### src/hw/rtl/vdrm_pkg.sv
// ----------------------------------------------------------------------------
// vdrm_pkg
// Shared types and codes of the virtqueue descriptor ring manager.
// ----------------------------------------------------------------------------
`default_nettype none

package vdrm_pkg;

  localparam logic [2:0] OP_ALLOC   = 3'd0;
  localparam logic [2:0] OP_PUBLISH = 3'd1;
  localparam logic [2:0] OP_CHAIN   = 3'd2;
  localparam logic [2:0] OP_POLL    = 3'd3;
  localparam logic [2:0] OP_FREE    = 3'd4;
  localparam logic [2:0] OP_DEVICE  = 3'd5;

  localparam logic [1:0] ST_OK       = 2'd0;
  localparam logic [1:0] ST_NO_FREE  = 2'd1;
  localparam logic [1:0] ST_REJECTED = 2'd2;
  localparam logic [1:0] ST_EMPTY    = 2'd3;

  localparam logic [1:0] MODE_IDLE  = 2'd0;
  localparam logic [1:0] MODE_BUILD = 2'd1;
  localparam logic [1:0] MODE_DROP  = 2'd2;

  typedef enum logic [3:0] {
    S_IDLE,
    S_PRE,
    S_DISPATCH,
    S_ALLOC_RES,
    S_CH_LINK,
    S_CH_WR,
    S_POLL_RES,
    S_WALK_RD,
    S_WALK_STEP,
    S_RESULT
  } ctrl_state_t;

  typedef struct packed {
    logic ld_in;
    logic pre;
    logic pop;
    logic alloc_empty;
    logic alloc_set;
    logic publish;
    logic ch_drop;
    logic ch_reject;
    logic ch_link;
    logic ch_wr;
    logic poll_empty;
    logic poll_rd;
    logic poll_set;
    logic walk_init;
    logic walk_rd;
    logic walk_step;
    logic dev_wr;
    logic emit;
  } vdrm_cmd_t;

  typedef struct packed {
    logic [2:0] op;
    logic [1:0] mode;
    logic       fc_zero;
    logic       clen_bad;
    logic       used_empty;
    logic       ch_close;
    logic       walk_done;
    logic       out_busy;
  } vdrm_sts_t;

endpackage

`default_nettype wire

### src/hw/rtl/vdrm_ctrl.sv
// ----------------------------------------------------------------------------
// vdrm_ctrl
// Sequencer that steps each accepted word through its operation.
// ----------------------------------------------------------------------------
`default_nettype none

module vdrm_ctrl (
  input  wire logic               clk,
  input  wire logic               rst_n,
  input  wire logic               in_valid,
  output logic                    in_ready,
  input  wire vdrm_pkg::vdrm_sts_t sts,
  output vdrm_pkg::vdrm_cmd_t     cmd
);

  vdrm_pkg::ctrl_state_t state_r, state_nxt;

  always_ff @(posedge clk) begin
    if (!rst_n) begin
      state_r <= vdrm_pkg::S_IDLE;
    end else begin
      state_r <= state_nxt;
    end
  end

  always_comb begin
    state_nxt = state_r;
    case (state_r)
      vdrm_pkg::S_IDLE: begin
        if (in_valid) state_nxt = vdrm_pkg::S_PRE;
      end
      vdrm_pkg::S_PRE: state_nxt = vdrm_pkg::S_DISPATCH;
      vdrm_pkg::S_DISPATCH: begin
        case (sts.op)
          vdrm_pkg::OP_ALLOC: begin
            state_nxt = sts.fc_zero ? vdrm_pkg::S_RESULT : vdrm_pkg::S_ALLOC_RES;
          end
          vdrm_pkg::OP_PUBLISH: state_nxt = vdrm_pkg::S_RESULT;
          vdrm_pkg::OP_CHAIN: begin
            if (sts.mode == vdrm_pkg::MODE_DROP) begin
              state_nxt = vdrm_pkg::S_IDLE;
            end else if (sts.mode == vdrm_pkg::MODE_IDLE && sts.clen_bad) begin
              state_nxt = vdrm_pkg::S_RESULT;
            end else begin
              state_nxt = vdrm_pkg::S_CH_LINK;
            end
          end
          vdrm_pkg::OP_POLL: begin
            state_nxt = sts.used_empty ? vdrm_pkg::S_RESULT : vdrm_pkg::S_POLL_RES;
          end
          vdrm_pkg::OP_FREE: state_nxt = vdrm_pkg::S_WALK_RD;
          default: state_nxt = vdrm_pkg::S_IDLE;
        endcase
      end
      vdrm_pkg::S_ALLOC_RES: state_nxt = vdrm_pkg::S_RESULT;
      vdrm_pkg::S_CH_LINK:   state_nxt = vdrm_pkg::S_CH_WR;
      vdrm_pkg::S_CH_WR: begin
        state_nxt = sts.ch_close ? vdrm_pkg::S_RESULT : vdrm_pkg::S_IDLE;
      end
      vdrm_pkg::S_POLL_RES: state_nxt = vdrm_pkg::S_RESULT;
      vdrm_pkg::S_WALK_RD:  state_nxt = vdrm_pkg::S_WALK_STEP;
      vdrm_pkg::S_WALK_STEP: begin
        state_nxt = sts.walk_done ? vdrm_pkg::S_RESULT : vdrm_pkg::S_WALK_RD;
      end
      vdrm_pkg::S_RESULT: begin
        if (!sts.out_busy) state_nxt = vdrm_pkg::S_IDLE;
      end
      default: state_nxt = vdrm_pkg::S_IDLE;
    endcase
  end

  always_comb begin
    cmd      = '0;
    in_ready = 1'b0;
    case (state_r)
      vdrm_pkg::S_IDLE: begin
        in_ready  = 1'b1;
        cmd.ld_in = in_valid;
      end
      vdrm_pkg::S_PRE: cmd.pre = 1'b1;
      vdrm_pkg::S_DISPATCH: begin
        case (sts.op)
          vdrm_pkg::OP_ALLOC: begin
            cmd.alloc_empty = sts.fc_zero;
            cmd.pop         = !sts.fc_zero;
          end
          vdrm_pkg::OP_PUBLISH: cmd.publish = 1'b1;
          vdrm_pkg::OP_CHAIN: begin
            if (sts.mode == vdrm_pkg::MODE_DROP) begin
              cmd.ch_drop = 1'b1;
            end else if (sts.mode == vdrm_pkg::MODE_IDLE && sts.clen_bad) begin
              cmd.ch_reject = 1'b1;
            end else begin
              cmd.pop = 1'b1;
            end
          end
          vdrm_pkg::OP_POLL: begin
            cmd.poll_empty = sts.used_empty;
            cmd.poll_rd    = !sts.used_empty;
          end
          vdrm_pkg::OP_FREE:   cmd.walk_init = 1'b1;
          vdrm_pkg::OP_DEVICE: cmd.dev_wr    = 1'b1;
          default: ;
        endcase
      end
      vdrm_pkg::S_ALLOC_RES: cmd.alloc_set = 1'b1;
      vdrm_pkg::S_CH_LINK:   cmd.ch_link   = 1'b1;
      vdrm_pkg::S_CH_WR:     cmd.ch_wr     = 1'b1;
      vdrm_pkg::S_POLL_RES:  cmd.poll_set  = 1'b1;
      vdrm_pkg::S_WALK_RD:   cmd.walk_rd   = 1'b1;
      vdrm_pkg::S_WALK_STEP: cmd.walk_step = 1'b1;
      vdrm_pkg::S_RESULT:    cmd.emit      = !sts.out_busy;
      default: ;
    endcase
  end

  a_pop_needs_free: assert property (@(posedge clk) disable iff (!rst_n)
    (cmd.pop && sts.op == vdrm_pkg::OP_ALLOC) |-> !sts.fc_zero)
    else $error("pop issued on an empty free stack");
  a_emit_room: assert property (@(posedge clk) disable iff (!rst_n)
    cmd.emit |-> !sts.out_busy)
    else $error("result emitted over a waiting word");
  a_link_follows_pop: assert property (@(posedge clk) disable iff (!rst_n)
    cmd.ch_link |-> $past(cmd.pop))
    else $error("chain link step without a pop");

endmodule

`default_nettype wire

### config.mk
export PLATFORM = sky130hd
export DESIGN_NAME = vdrm_ctrl
export DESIGN_NICKNAME = d
export VERILOG_FILES = /design/src/hw/rtl/vdrm_pkg.sv /design/src/hw/rtl/vdrm_ctrl.sv
export SDC_FILE = /design/constraint.sdc
export NUM_CORES = 1
export LEC_CHECK = 0
export ABC_AREA = 1
export BUFFER_PORTS_ARGS = -buffer_cell sky130_fd_sc_hd__buf_4
export CAP_MARGIN = 25
export CORE_AREA = 3 3 40 42
export CTS_CLUSTER_DIAMETER = 40
export DETAILED_ROUTE_END_ITERATION = 16
export DIE_AREA = 0 0 43 45
export GPL_ROUTABILITY_DRIVEN = 0
export HOLD_SLACK_MARGIN = 0.1
export MAX_ROUTING_LAYER = met4
export PLACE_DENSITY = 0.84
export SYNTH_ARGS = -nofsm -noshare
export SYNTH_HDL_FRONTEND = slang
export SYNTH_SLANG_ARGS = --single-unit
### constraint.sdc
create_clock -name clk -period 2 [get_ports clk]
set_clock_uncertainty 0.15 [all_clocks]
set_input_delay 0.2 -clock clk [delete_from_list [all_inputs] [get_ports clk]]
set_output_delay 0.2 -clock clk [all_outputs]
set_load 0.02 [all_outputs]
==> flow_summary.ini <==
[run_status]
status = finished clean

[place]
hpwl_mm = 1.29
place_inst = 143
place_area_um2 = 758
port_buffers = 32

[die]
die_w_um = 43
core_region_area_mm2 = 0.00128
ios = 33
die-area_mm2 = 0.00194
rows = 13
die_y_um = 45
floorplan.initialDensity_pct = 38.9

[detailed_routing]
ant_nets = 0
routedWlPerCell_um = 10.9
via_per_inst = 5.06
first_pass_iters = 4
drcViolationCount = 0
wl_mm = 1.60
routed-via-count = 744
drt_iter0_markers = 22

[clock_network]
path_clk_slew_ps = 40
cts.sinks = 4
cts_buffers = 3
insertion_delay_ps = 240
cts_root_buffer = clkbuf_4
tritoncts = built
htreeDepth = 1
cts_setup_buffers = 0
cts.path.max_buffers = 2

[timing]
tightest_slew_ps = 239
relSlewSlack_pct = 83.9
final_hold_viol_count = 0
slew_viol_final = 0
max_freq_mhz = 534
finalSetupViolCount = 0
fin_crit_sh_pct = 93.6
finalSetupTns_ps = 0
min_period_ps = 1870
rsz0062_at_grt = no

[worst_setup_path]
crit_family = simple AND/OR/NAND/NOR gates
worstPathCellList = nor2_2, inv_2, nor3_4, inv_2, nor4_1, buf_4
critPathKind = reg2out
slowest_stage = dfxtp_1
ff2ff_setup_slack_ps = 600
path_max_fanout = 10
cpMostUsedCell = inv_2
worstPathRequired_ps = 1650
slowest_delay_ps = 360
end_kind = output pin
crit_buf_inv = 3
startpoint_type = register
cp.arrival_ps = 1520

[global_routing]
grt_pass1_wl_mm = 2.44
grt_max_degree = 11
antenna_found_initial = 0
grt_pass1_vias = 632
overflow = 0
grtUsageTotal_pct = 17.3

[synth]
synth_top_cell_by_area = nor2_1
synthTopCellsByArea = nor2_1 (17%), dfxtp_1 (16%), inv_1 (16%)
synth_fp_nets = 110
synth_top_area_share_pct = 16.5
synthCells = 96
netlist_area_um2 = 499
ys_seq_area_share_pct = 16.0
syn_avg_cell_area_um2 = 5.20
ys_types = 16
synth_warnings = 0
ys_ff_latch = 4

[cells_and_area]
layout-drive-gt1-share_pct = 35.6
reg_top3 = state_r: 4 flops
fillers = 130
largest_register_ffs = 4
final_cells = 147
nNetsFinal = 148
insertedDiodeCount = 0
final_area_um2 = 797
area_growth_pct = 59.6
top_register = state_r

[power_and_ir_drop]
p_leak_nw = 0.460
ir_drop_uv = 377
powerDensity_mw_per_mm2 = 626

[hold_path]
hold_path.class = in2reg

[flow_run]
drv_cap = 0
-- cell type report --
class,instances,area (um^2),share of cell area [%]
Clock buffer,3,22.5,2.83
Inverter,25,93.8,11.8
Multi-Input combinational cell,67,332,41.6
Sequential cell,4,80.1,10.0
Tap cell,15,18.8,2.35
Timing Repair Buffer,33,250,31.4
-- cells by family after synthesis --
family                 count (synthesis)  synth area share [%]
and+or+nand+nor                       61                  58.6
buffers and inverters                 25                  18.8
AOI/OAI and AO/OA                      6                  6.52
DFF                                    4                  16.0
-- routing by layer --
metal  wire, um  track usage (%)  vias to the layer above  part of all wire (%)
met2        782             26.3                       22                    49
li1           -                -                      374                     -
met3         84             7.57                        4                   5.3
met4         15             5.42                        0                  0.94
met1        713             20.7                      344                    45
met5          0                -                        -                     0
-- where the power goes --
part | internal [mW] | leakage, nW | switching, mW
registers | 0.0933 | 0.0327 | 0.0195
logic | 0.105 | 0.413 | 0.174
clock network | 0.0676 | 0.0138 | 0.0399
total | 0.266 | 0.460 | 0.233
-- path summary, 6_finish.rpt --
check	startpoint	to	cells after the start
setup / recovery	state_r[3]	cmd[11]	6
hold / removal	sts[0]	state_r[0]	3
setup reg to reg	state_r[3]	state_r[2]	7
hold reg to reg	state_r[3]	state_r[0]	2
-- metrics by stage --
step / hold slack [ps] / util, % / setup slack, ps / power (mW)
global route: 202 / 62.0 / 9.39 / 0.542
global placement: 254 / 59.0 / 450 / 0.379
CTS: 181 / 61.5 / 134 / 0.498
finish: 187 / 62.0 / 127 / 0.499
floorplan: 148 / - / 218 / 0.287
detailed placement: 250 / 59.0 / 395 / 0.385
-- layout by cell type, fill, tap and decap left out, drive strengths merged --
| master | Yosys | final |
|---|---|---|
| nand2 | 15 | 15 |
| buf | 0 | 32 |
| nor2 | 26 | 26 |
| dlygate4sd3 | 0 | 1 |
| a211oi | 1 | 1 |
| nor3 | 4 | 4 |
| dfxtp | 4 | 4 |
| nand4 | 5 | 5 |
| inv | 25 | 25 |
| clkbuf | 0 | 3 |
| a21oi | 3 | 3 |
| o21ai | 2 | 2 |
| nand3 | 8 | 8 |
| nor4 | 3 | 3 |
-- worst reg2reg max path, stage by stage (launching register included) --
cell     delay [ps]
dfxtp_1         360
nor2_2          170
inv_2            70
nor3_4          180
inv_2           130
nor2_1          130
nor3_1           70
nor2_2           80
-- Yosys cell counts, drive strengths merged --
master  number
nor2        26
inv         25
nand2       15
nand3        8
nand4        5
dfxtp        4
nor3         4
a21oi        3
nor4         3
o21ai        2
a211oi       1
-- timing repair --
item / in CTS / in global routing
setup endpoints to repair: 0 / 1
resized for setup: 0 / 1
hold endpoints to repair: 4 / 0
hold buffers: 1 / 0
Note: power is estimated with default switching activity, not from simulation.
